### config.mk
export PLATFORM = sky130hd
export DESIGN_NAME = hdlc_frame_receiver_fcs16
export DESIGN_NICKNAME = d
export VERILOG_FILES = /design/src/hdl/hdlcr_pkg.sv /design/src/hdl/hdlcr_front.sv /design/src/hdl/hdlcr_queue.sv /design/src/hdl/hdlcr_back.sv /design/src/hdl/hdlc_frame_receiver_fcs16.sv
export SDC_FILE = /design/constraint.sdc
export NUM_CORES = 1
export LEC_CHECK = 0
export ABC_AREA = 1
export BUFFER_PORTS_ARGS = -buffer_cell sky130_fd_sc_hd__buf_2
export CORE_MARGIN = 2
export CORE_UTILIZATION = 27
export DETAILED_ROUTE_END_ITERATION = 6
export SLEW_MARGIN = 5
export SYNTH_ARGS = -nofsm -noshare
export SYNTH_HDL_FRONTEND = slang
export SYNTH_HIERARCHICAL = 1
export SYNTH_SLANG_ARGS = --single-unit
### constraint.sdc
create_clock -name clk_i -period 3.2 [get_ports clk_i]
set_input_delay 0.48 -clock clk_i [delete_from_list [all_inputs] [get_ports clk_i]]
set_output_delay 0.48 -clock clk_i [all_outputs]
set_load 0.01 [all_outputs]
### src/hdl/hdlcr_pkg.sv
// shared types, constants and the fcs-16 byte update for the hdlc receiver
package hdlcr_pkg;

  // framing bytes
  localparam logic [7:0] FLAG_BYTE = 8'h7E;
  localparam logic [7:0] ESC_BYTE  = 8'h7D;
  localparam logic [7:0] ESC_OR    = 8'h20;

  // fcs-16, reflected form
  localparam logic [15:0] CRC_PRESET = 16'hFFFF;
  localparam logic [15:0] CRC_GOOD   = 16'hF0B8;
  localparam logic [15:0] CRC_POLY   = 16'h8408;

  // widths fixed by the field definitions
  localparam int unsigned LEN_W = 14;
  localparam int unsigned ST_W  = 3;

  // defaults handed to the top level
  localparam int unsigned DEFAULT_BUFFER_BYTES = 8192;
  localparam int unsigned DEFAULT_QUEUE_DEPTH  = 2;
  localparam logic [7:0]  PROTO_RESET          = 8'h21;

  // frame status codes
  localparam logic [ST_W-1:0] ST_OK          = 3'd0;
  localparam logic [ST_W-1:0] ST_EMPTY       = 3'd1;
  localparam logic [ST_W-1:0] ST_FCS_BAD     = 3'd2;
  localparam logic [ST_W-1:0] ST_WRONG_PROTO = 3'd3;
  localparam logic [ST_W-1:0] ST_SHORT       = 3'd4;
  localparam logic [ST_W-1:0] ST_OVERFLOW    = 3'd5;

  // classified token passed from front to back
  typedef enum logic [1:0] {
    TOK_DATA     = 2'd0,
    TOK_CLOSE    = 2'd1,
    TOK_OVERFLOW = 2'd2
  } tok_kind_e;

  typedef struct packed {
    tok_kind_e  kind;
    logic [7:0] data;
  } token_t;

  // one byte through the reflected crc, bit by bit
  function automatic logic [15:0] crc16_byte(logic [15:0] crc, logic [7:0] d);
    logic [15:0] c;
    c = crc ^ {8'h00, d};
    for (int i = 0; i < 8; i++) begin
      c = c[0] ? ((c >> 1) ^ CRC_POLY) : (c >> 1);
    end
    return c;
  endfunction

endpackage

### src/hdl/hdlcr_front.sv
// front end: flag hunt, escape removal and raw length bound, emits tokens
module hdlcr_front #(
  parameter int unsigned BUFFER_BYTES = hdlcr_pkg::DEFAULT_BUFFER_BYTES
) (
  input  logic            clk_i,
  input  logic            rst_ni,
  input  logic            in_valid_i,
  input  logic [7:0]      in_byte_i,
  output logic            in_stall_o,
  output logic            push_o,
  output hdlcr_pkg::token_t token_o,
  input  logic            full_i
);
  import hdlcr_pkg::*;

  localparam int unsigned RAW_W = $clog2(BUFFER_BYTES + 1);

  logic             hunting_q, hunting_d;
  logic             esc_q, esc_d;
  logic [RAW_W-1:0] raw_q, raw_d;
  logic             take;

  assign in_stall_o = full_i;
  assign take       = in_valid_i & ~full_i;

  // classify the incoming byte
  always_comb begin
    hunting_d     = hunting_q;
    esc_d         = esc_q;
    raw_d         = raw_q;
    push_o        = 1'b0;
    token_o.kind  = TOK_DATA;
    token_o.data  = in_byte_i;
    if (take) begin
      if (in_byte_i == FLAG_BYTE) begin
        if (!hunting_q) begin
          push_o       = 1'b1;
          token_o.kind = TOK_CLOSE;
        end
        hunting_d = 1'b0;
        esc_d     = 1'b0;
        raw_d     = '0;
      end else if (!hunting_q) begin
        if (raw_q == RAW_W'(BUFFER_BYTES)) begin
          push_o       = 1'b1;
          token_o.kind = TOK_OVERFLOW;
          hunting_d    = 1'b1;
          esc_d        = 1'b0;
          raw_d        = '0;
        end else begin
          raw_d = raw_q + RAW_W'(1);
          if (esc_q) begin
            esc_d        = 1'b0;
            push_o       = 1'b1;
            token_o.data = in_byte_i | ESC_OR;
          end else if (in_byte_i == ESC_BYTE) begin
            esc_d = 1'b1;
          end else begin
            push_o = 1'b1;
          end
        end
      end
    end
  end

  // front state
  always_ff @(posedge clk_i or negedge rst_ni) begin
    if (!rst_ni) begin
      hunting_q <= 1'b1;
      esc_q     <= 1'b0;
      raw_q     <= '0;
    end else begin
      hunting_q <= hunting_d;
      esc_q     <= esc_d;
      raw_q     <= raw_d;
    end
  end

endmodule

### src/hdl/hdlcr_queue.sv
// short token queue between front and back
module hdlcr_queue #(
  parameter int unsigned DEPTH = hdlcr_pkg::DEFAULT_QUEUE_DEPTH
) (
  input  logic              clk_i,
  input  logic              rst_ni,
  input  logic              push_i,
  input  hdlcr_pkg::token_t token_i,
  output logic              full_o,
  output logic              valid_o,
  output hdlcr_pkg::token_t token_o,
  input  logic              pop_i
);
  import hdlcr_pkg::*;

  localparam int unsigned PTR_W = (DEPTH > 1) ? $clog2(DEPTH) : 1;
  localparam int unsigned CNT_W = $clog2(DEPTH + 1);

  token_t           entries_q [DEPTH];
  logic [PTR_W-1:0] wr_q, rd_q;
  logic [CNT_W-1:0] cnt_q;
  logic             do_push, do_pop;

  assign full_o  = (cnt_q == CNT_W'(DEPTH));
  assign valid_o = (cnt_q != '0);
  assign token_o = entries_q[rd_q];
  assign do_push = push_i & ~full_o;
  assign do_pop  = pop_i & valid_o;

  // storage
  always_ff @(posedge clk_i) begin
    if (do_push) begin
      entries_q[wr_q] <= token_i;
    end
  end

  // pointers and fill level
  always_ff @(posedge clk_i or negedge rst_ni) begin
    if (!rst_ni) begin
      wr_q  <= '0;
      rd_q  <= '0;
      cnt_q <= '0;
    end else begin
      if (do_push) begin
        wr_q <= (wr_q == PTR_W'(DEPTH - 1)) ? '0 : wr_q + PTR_W'(1);
      end
      if (do_pop) begin
        rd_q <= (rd_q == PTR_W'(DEPTH - 1)) ? '0 : rd_q + PTR_W'(1);
      end
      if (do_push && !do_pop) begin
        cnt_q <= cnt_q + CNT_W'(1);
      end else if (do_pop && !do_push) begin
        cnt_q <= cnt_q - CNT_W'(1);
      end
    end
  end

endmodule

### src/hdl/hdlcr_back.sv
// back end: fcs check, protocol filter, two-byte hold-back and status records
module hdlcr_back (
  input  logic                       clk_i,
  input  logic                       rst_ni,
  input  logic                       cfg_valid_i,
  input  logic [7:0]                 cfg_data_i,
  input  logic                       tok_valid_i,
  input  hdlcr_pkg::token_t          token_i,
  output logic                       pop_o,
  output logic                       out_valid_o,
  input  logic                       out_stall_i,
  output logic [7:0]                 out_byte_o,
  output logic                       frame_end_o,
  output logic [hdlcr_pkg::ST_W-1:0] frame_status_o,
  output logic [hdlcr_pkg::LEN_W-1:0] payload_len_o
);
  import hdlcr_pkg::*;

  logic [7:0]       proto_q;
  logic [15:0]      crc_q, crc_d;
  logic [LEN_W-1:0] dec_q, dec_d;
  logic             match_q, match_d;
  logic [7:0]       held0_q, held0_d, held1_q, held1_d;

  logic             out_valid_q, out_valid_d;
  logic [7:0]       out_byte_q, out_byte_d;
  logic             frame_end_q, frame_end_d;
  logic [ST_W-1:0]  status_q, status_d;
  logic [LEN_W-1:0] len_q, len_d;

  logic             out_free, emit;
  logic [LEN_W-1:0] delivered;
  logic [ST_W-1:0]  close_status;

  assign out_free = ~out_valid_q | ~out_stall_i;
  assign pop_o    = tok_valid_i & out_free;

  // payload count for the status record
  assign delivered = (match_q && dec_q >= LEN_W'(3)) ? dec_q - LEN_W'(3) : '0;

  // status at a closing flag, first match wins
  always_comb begin
    priority if (dec_q == '0)       close_status = ST_EMPTY;
    else if (crc_q != CRC_GOOD)     close_status = ST_FCS_BAD;
    else if (dec_q < LEN_W'(3))     close_status = ST_SHORT;
    else if (!match_q)              close_status = ST_WRONG_PROTO;
    else                            close_status = ST_OK;
  end

  // token execution
  always_comb begin
    crc_d       = crc_q;
    dec_d       = dec_q;
    match_d     = match_q;
    held0_d     = held0_q;
    held1_d     = held1_q;
    emit        = 1'b0;
    out_byte_d  = out_byte_q;
    frame_end_d = frame_end_q;
    status_d    = status_q;
    len_d       = len_q;
    if (pop_o) begin
      unique case (token_i.kind)
        TOK_DATA: begin
          crc_d = crc16_byte(crc_q, token_i.data);
          if (dec_q == '0) begin
            match_d = (token_i.data == proto_q);
          end else begin
            if (dec_q >= LEN_W'(3) && match_q) begin
              emit        = 1'b1;
              out_byte_d  = held0_q;
              frame_end_d = 1'b0;
              status_d    = ST_OK;
              len_d       = '0;
            end
            held0_d = held1_q;
            held1_d = token_i.data;
          end
          if (dec_q != '1) begin
            dec_d = dec_q + LEN_W'(1);
          end
        end
        TOK_CLOSE, TOK_OVERFLOW: begin
          emit        = 1'b1;
          out_byte_d  = '0;
          frame_end_d = 1'b1;
          status_d    = (token_i.kind == TOK_OVERFLOW) ? ST_OVERFLOW : close_status;
          len_d       = delivered;
          crc_d       = CRC_PRESET;
          dec_d       = '0;
          match_d     = 1'b0;
        end
        default: begin
        end
      endcase
    end
    out_valid_d = out_free ? emit : out_valid_q;
  end

  // frame state and config register
  always_ff @(posedge clk_i or negedge rst_ni) begin
    if (!rst_ni) begin
      proto_q     <= PROTO_RESET;
      crc_q       <= CRC_PRESET;
      dec_q       <= '0;
      match_q     <= 1'b0;
      out_valid_q <= 1'b0;
    end else begin
      if (cfg_valid_i) begin
        proto_q <= cfg_data_i;
      end
      crc_q       <= crc_d;
      dec_q       <= dec_d;
      match_q     <= match_d;
      out_valid_q <= out_valid_d;
    end
  end

  // held bytes and output payload
  always_ff @(posedge clk_i) begin
    held0_q     <= held0_d;
    held1_q     <= held1_d;
    out_byte_q  <= out_byte_d;
    frame_end_q <= frame_end_d;
    status_q    <= status_d;
    len_q       <= len_d;
  end

  assign out_valid_o    = out_valid_q;
  assign out_byte_o     = out_byte_q;
  assign frame_end_o    = frame_end_q;
  assign frame_status_o = status_q;
  assign payload_len_o  = len_q;

endmodule

### src/hdl/hdlc_frame_receiver_fcs16.sv
// top level of the hdlc frame receiver with fcs-16 check
//
//  channel  | signals                                         | role
//  ---------+-------------------------------------------------+---------------------
//  in       | in_valid_i, in_stall_o, in_byte_i               | raw byte stream
//  out      | out_valid_o, out_stall_i, out_byte_o,           | payload bytes and
//           | frame_end_o, frame_status_o, payload_len_o      | end-of-frame records
//  cfg      | cfg_valid_i, cfg_ready_o, cfg_data_i            | expected protocol
//
//  one byte is taken per cycle while in_stall_o is low; a result leaves the back
//  end in the cycle after its token is popped. throughput is one byte per cycle,
//  set by the crc update step. reset puts the front in flag hunt, presets the fcs
//  and clears the counters; no sweep. the token queue (QUEUE_DEPTH entries) absorbs
//  output stalls; in_stall_o rises only when it is full. cfg is always ready.
module hdlc_frame_receiver_fcs16 #(
  parameter int unsigned BUFFER_BYTES = hdlcr_pkg::DEFAULT_BUFFER_BYTES,
  parameter int unsigned QUEUE_DEPTH  = hdlcr_pkg::DEFAULT_QUEUE_DEPTH
) (
  input  logic                        clk_i,
  input  logic                        rst_ni,
  input  logic                        in_valid_i,
  output logic                        in_stall_o,
  input  logic [7:0]                  in_byte_i,
  output logic                        out_valid_o,
  input  logic                        out_stall_i,
  output logic [7:0]                  out_byte_o,
  output logic                        frame_end_o,
  output logic [hdlcr_pkg::ST_W-1:0]  frame_status_o,
  output logic [hdlcr_pkg::LEN_W-1:0] payload_len_o,
  input  logic                        cfg_valid_i,
  output logic                        cfg_ready_o,
  input  logic [7:0]                  cfg_data_i
);
  import hdlcr_pkg::*;

  token_t push_tok, head_tok;
  logic   push, full, head_valid, pop;

  assign cfg_ready_o = 1'b1;

  // byte classification
  hdlcr_front #(
    .BUFFER_BYTES(BUFFER_BYTES)
  ) u_front (
    .clk_i      (clk_i),
    .rst_ni     (rst_ni),
    .in_valid_i (in_valid_i),
    .in_byte_i  (in_byte_i),
    .in_stall_o (in_stall_o),
    .push_o     (push),
    .token_o    (push_tok),
    .full_i     (full)
  );

  // decoupling queue
  hdlcr_queue #(
    .DEPTH(QUEUE_DEPTH)
  ) u_queue (
    .clk_i   (clk_i),
    .rst_ni  (rst_ni),
    .push_i  (push),
    .token_i (push_tok),
    .full_o  (full),
    .valid_o (head_valid),
    .token_o (head_tok),
    .pop_i   (pop)
  );

  // frame checking and output
  hdlcr_back u_back (
    .clk_i          (clk_i),
    .rst_ni         (rst_ni),
    .cfg_valid_i    (cfg_valid_i),
    .cfg_data_i     (cfg_data_i),
    .tok_valid_i    (head_valid),
    .token_i        (head_tok),
    .pop_o          (pop),
    .out_valid_o    (out_valid_o),
    .out_stall_i    (out_stall_i),
    .out_byte_o     (out_byte_o),
    .frame_end_o    (frame_end_o),
    .frame_status_o (frame_status_o),
    .payload_len_o  (payload_len_o)
  );

endmodule

Word level (Yosys, flattened, before mapping)
Memory sizes are Yosys's and may differ from the RTL's.
Cells that the tools add are included.
- add/subtract/negate cells: 7
- order comparisons: 2
- eq/ne operators: 14
- multiplexer cells: 67
- bitwise operators: 18
- reduce and logical (&&, ||, !) cells: 17
- operators with widths (cell ; count):
    2-to-1 mux 16 bit ; 8
    2-to-1 mux 14 bit ; 7
    one-hot mux 14 bit (2 select lines) ; 2
    one-hot mux 16 bit (2 select lines) ; 1
    adder 14 x 1 -> 14 bit, second input constant ; 2
    2-to-1 mux 1 bit ; 26
    2-to-1 mux 8 bit ; 3
    NOT 2 -> 3 bit ; 8
    2-to-1 mux 10 bit ; 2
    2-to-1 mux 3 bit ; 6
    equality test 8 x 7 -> 1 bit, second input constant ; 2
    inequality test 16 bit, second input constant ; 1
    one-hot mux 8 bit (2 select lines) ; 1
    XOR 16 x 8 -> 16 bit ; 1
    equality test 14 bit, second input constant ; 1
    greater-or-equal comparator 14 x 2 -> 1 bit, second input constant ; 1
    logical NOT 14 bit ; 1
    less-than comparator 14 x 2 -> 1 bit, second input constant ; 1
    inequality test 14 bit, second input constant ; 1
    subtractor 14 x 2 -> 14 bit, second input constant ; 1
    2-to-1 mux 6 bit ; 2
    2-to-1 mux 2 bit ; 5
    AND reduction 3 bit ; 3
    equality test 8 bit ; 1
    other kinds (19) ; 38
- register bits after elaboration: 102
- bits in writable memories: 20
- output and inout port bits: 29
- word-level logic and storage cells: 143
- memories: 1
- memories (name ; words ; width ; read ports ; clocked after Yosys merged registers in ; wr ports ; line ; text):
    u_queue.entries_q ; 2 ; 10 ; 1 ; 0 ; 1 ; hdlcr_queue.sv:19 ; token_t entries_q [DEPTH];

Longest topological paths before layout
An unclocked memory read counts as a cell.
- word-level depth: 19
- depth in mapped cells: 15
- mapped depth without buffers: 15

By module
Netlist, hierarchy kept.
- by module, submodules not included (module ; times used ; cells each ; area each (sq um) ; seq. area each (sq um)):
    hdlcr_back ; 1 ; 515 ; 4355.4 ; 2284.7
    hdlcr_front ; 1 ; 187 ; 1255.0 ; 401.6
    hdlcr_queue ; 1 ; 84 ; 968.4 ; 700.7
    hdlc_frame_receiver_fcs16 ; 1 ; 2 ; 11.3 ; 0.0

Least setup slack after synthesis
Ideal clock, no wire load.
- path type: reg2reg
- start: register u_queue.rd_q
- end: register u_back.frame_end_q (netlist: u_back/frame_end_o), enable pin
- library setup time: 418 ps
- data arrival time: 2620 ps
- data required time: 2782 ps
- setup slack: 162 ps
- stages on the path, launching flop included: 8
- path buffers: 2
- period minus slack after synthesis: 3038 ps
- cells stage by stage: dfrtp_1 -> buf_2 -> nand2_1 -> nand2_1 -> ha_1 -> or2_1 -> clkbuf_1 -> a21oi_1
- RTL lines (what ; line ; text):
    start: declaration ; hdlcr_queue.sv:20 ; logic [PTR_W-1:0] wr_q, rd_q;
    start signal: assignment ; hdlcr_queue.sv:48 ; rd_q <= (rd_q == PTR_W'(DEPTH - 1)) ? '0 : rd_q + PTR_W'(1);
    end signal: assignment ; hdlcr_back.sv:124 ; frame_end_q <= frame_end_d;
    end: declaration ; hdlcr_back.sv:27 ; logic frame_end_q, frame_end_d;

==> run_results.csv <==
group,metric,value,unit
finish,synthToLayoutAreaGrowth,16.99,%
drt,drcViolationCount,0,
cts,cts.root.buffer_cell,"clkbuf_16",
worst_setup_path,critPathSlowestCell,"dfrtp_1",
yosys,yosysWarningCount,6,
yosys,ys_ff_latch,122,
cts,clkTransAtPathRegs,0.06,ns
cts,htree_levels,4,
cts,cts_num_sinks,122,
sta,slew_violations,0,
worst_setup_path,slowest_delay,0.50,ns
yosys,synth_top_cell_by_area,"edfxtp_1",
yosys,synth_top_area_share,28.25,%
finish,fillers,2572,
sta,finalHoldViolCount,0,
cts,numCtsBuffers,17,
finish,diodes,0,
worst_hold_path,hold_class,"in2async",
sta,fin_crit_sh,75.20,%
drt,first_pass_iters,7,
yosys,synth_cell_types,35,
drt,antenna_left,0,
place,finalWeightedCongestion,0.8133,
power_and_ir_drop,vdd_drop_max,0.3005,mV
die,die-area,0.02567,mm2
worst_setup_path,end_kind,"flop",
global_routing,antenna_found_initial,0,
cts,clock_latency,0.42,ns
yosys,syn-cell-area,0.006590,mm2
cts,ctsResizeCount,0,
sta,fmax,415.6,MHz
global_routing,grt_max_degree,34,
global_routing,grt-ovfl-total,0,
power_and_ir_drop,p_per_area,861.3,mW/mm2
yosys,avgSynthCellArea,8.363,um2
worst_setup_path,crit_type,"reg2reg",
drt,via_count,5002,
cts,cts.path.max_buffers,2,
yosys,synth_cells,788,
worst_setup_path,path_cells,"inv_2, nand2_1, nand2_1, inv_1, ha_1, o21ai_0, inv_1, o21ai_4, o21ai_0",
sta,rsz0062_at_grt,"no",
sta,slew_headroom,46.07,%
place,io_buffer_count,48,
die,die_x,160.2,um
yosys,yosysSeqAreaShare,51.40,%
global_routing,grt_pass1_vias,4575,
outcome,status,"finished clean",
power_and_ir_drop,p_leak,0.003509,uW
die,initial_core_util,27.34,%
finish,fin_nets,864,
global_routing,grt_util_all_layers,11.46,%
worst_setup_path,cp.arrival,2.67,ns
worst_setup_path,crit_fanout,22,
run,cap_violations,0,
die,io_pins,50,
yosys,synth_nets,817,
sta,setup_violations,0,
sta,period_minus_slack,2.406,ns
cts,cts_setup_buffers,0,
sta,tns,0,ns
power_and_ir_drop,p_total,6640,uW
die,num_rows,57,
yosys,netlist_top_cells_area,"edfxtp_1 (28%), dfrtp_1 (16%), nand2_1 (14%), dfstp_2 (7.6%), inv_1 (5.4%)",
sta,clock-skew-final,0.008771,ns
sta,worstMarginPinSlew,0.8089,ns
drt,vias_per_cell,4.268,
place,dp_hpwl,10.32,mm
worst_setup_path,worstPathRequired,3.46,ns
global_routing,grt_pass1_wl,23.42,mm
cts,hold_buffers,0,
die,core_area,0.02411,mm2
worst_setup_path,worstSetupStartpointType,"flop",
drt,first_iter_violations,439,
die,die_y,160.2,um
finish,final_layout_size_suffix_gt1_share,18.28,%
drt,routedWlPerCell,12.17,um
drt,routed_wl,14.26,mm
cts,cts_tree,"done",
[cells in the final DEF, fill, tap and decap left out, drive strengths merged]
cell type	count
a21boi	1
o21ai	39
nand3b	2
clkbuf	18
xor2	15
inv	106
a22oi	5
bufinv	2
clkinv	7
dfrtp	41
conb	1
xnor2	9
nor2	85
nand4	18
or2	2
buf	57
ha	8
nand3	66
dfstp	19
a21oi	20
clkinvlp	3
nor3	4
mux2	4
edfxtp	62
nand2	253
o21bai	1
[sequential cells by signal, summed over array words and instances, names as in the netlist, 2 cells and up]
| register | count |
|---|---|
| u_back/frame_status_o | 3 |
| u_back/crc_q | 16 |
| u_back/held0_q | 8 |
| u_queue/entries_q | 20 |
| u_back/payload_len_o | 14 |
| u_back/held1_q | 8 |
| u_back/proto_q | 8 |
| u_queue/cnt_q | 2 |
| u_front/raw_q | 14 |
| u_back/out_byte_o | 8 |
| u_back/dec_q | 14 |
[kinds of logic after synthesis]
family,count (synthesis),synth area share (%)
adders and majority gates,8,1.519
buffers and inverters,133,8.829
muxes,4,0.6835
other,1,0.05690
DFF,122,51.40
and+or+nand+nor,430,28.31
AOI/OAI and AO/OA,66,6.019
xor gates and xnor gates,24,3.190
[cell usage after synthesis]
library cell / count
or2_1: 2
buf_6: 4
nand2_1: 245
dfstp_2: 19
nor3_1: 4
o21ai_2: 10
nand4_1: 18
inv_1: 95
nand3b_1: 2
o21ai_1: 5
dfrtp_1: 41
nor2_1: 72
nand2_2: 7
clkbuf_1: 5
o21bai_1: 1
inv_2: 8
o21ai_0: 23
o21ai_4: 1
a21oi_1: 20
nor2_2: 7
nand3_2: 2
xor2_1: 15
edfxtp_1: 62
mux2_2: 4
nand3_1: 64
inv_4: 1
xnor2_1: 9
buf_2: 10
buf_4: 10
nand2_8: 1
ha_1: 8
conb_1: 1
a22oi_1: 5
nor2_4: 6
a21boi_1: 1
[power by group]
part | leakage (uW) | internal (uW) | switching, uW
sequential | 0.00133 | 2200 | 223
clock | 0.000277 | 1150 | 714
combinational | 0.00190 | 783 | 1570
[metal layers]
metal | share of wire (%) | up-vias | GRT usage [%] | wire length [um]
met2 | 44 | 102 | 17.22 | 6276
met3 | 3.7 | 11 | 2.545 | 526
met5 | 0 | - | 0 | 0
li1 | - | 2612 | - | -
met4 | 1.2 | 0 | 3.931 | 165
met1 | 51 | 2277 | 16.28 | 7296
[final timing paths]
path                              startpoint  slack [ns]  depth (start not counted)            endpoint
setup / recovery                u_queue/rd_q        0.79                          9     u_back/dec_q[5]
hold / removal                        rst_ni        0.15                          1  u_back/out_valid_o
setup reg to reg                u_queue/rd_q        0.79                          9     u_back/dec_q[5]
hold reg to reg            u_back/held1_q[1]        0.42                          0   u_back/held0_q[1]
max in group asynchronous             rst_ni        2.32                          2   u_front/hunting_q
min in group clk_i             cfg_data_i[1]        0.27                          3   u_back/proto_q[1]
[through the flow]
stage | util, % | instance area, um2 | hold slack (ns) | instances | worst slack [ns]
2_1_floorplan | - | 6590 | 0.1844 | 788 | 0.1619
3_3_place_gp | 29.58 | 7131 | 0.4013 | 1140 | 0.9301
3_5_place_dp | 29.58 | 7131 | 0.4061 | 1140 | 0.7769
4_1_cts | 31.98 | 7710 | 0.1785 | 1172 | 0.7815
5_1_grt | 31.98 | 7710 | 0.2101 | 1172 | 0.4753
6_report | 31.98 | 7710 | 0.1542 | 1172 | 0.7937
[worst max-delay path, delay by kind of cell (launching register included)]
| family | cells | cell delay, ns |
|---|---|---|
| AO/OA/AOI/OAI | 3 | 0.76 |
| flip-flops | 1 | 0.50 |
| adder cells (fa/ha/maj) | 1 | 0.42 |
| AND/OR/NAND/NOR | 2 | 0.15 |
| buffers and inverters | 3 | 0.41 |
[layout make-up]
cell class | instances | area (um2) | share of cell area (%)
sequential | 122 | 3387 | 43.93
multi-input combinational | 533 | 2625 | 34.05
clock buffer | 18 | 429.2 | 5.566
tap | 324 | 405.4 | 5.258
inverter | 104 | 392.9 | 5.096
timing repair buffer | 57 | 320.3 | 4.154
clock inverter | 14 | 150.1 | 1.947
Power figures use the tool's default switching activity.
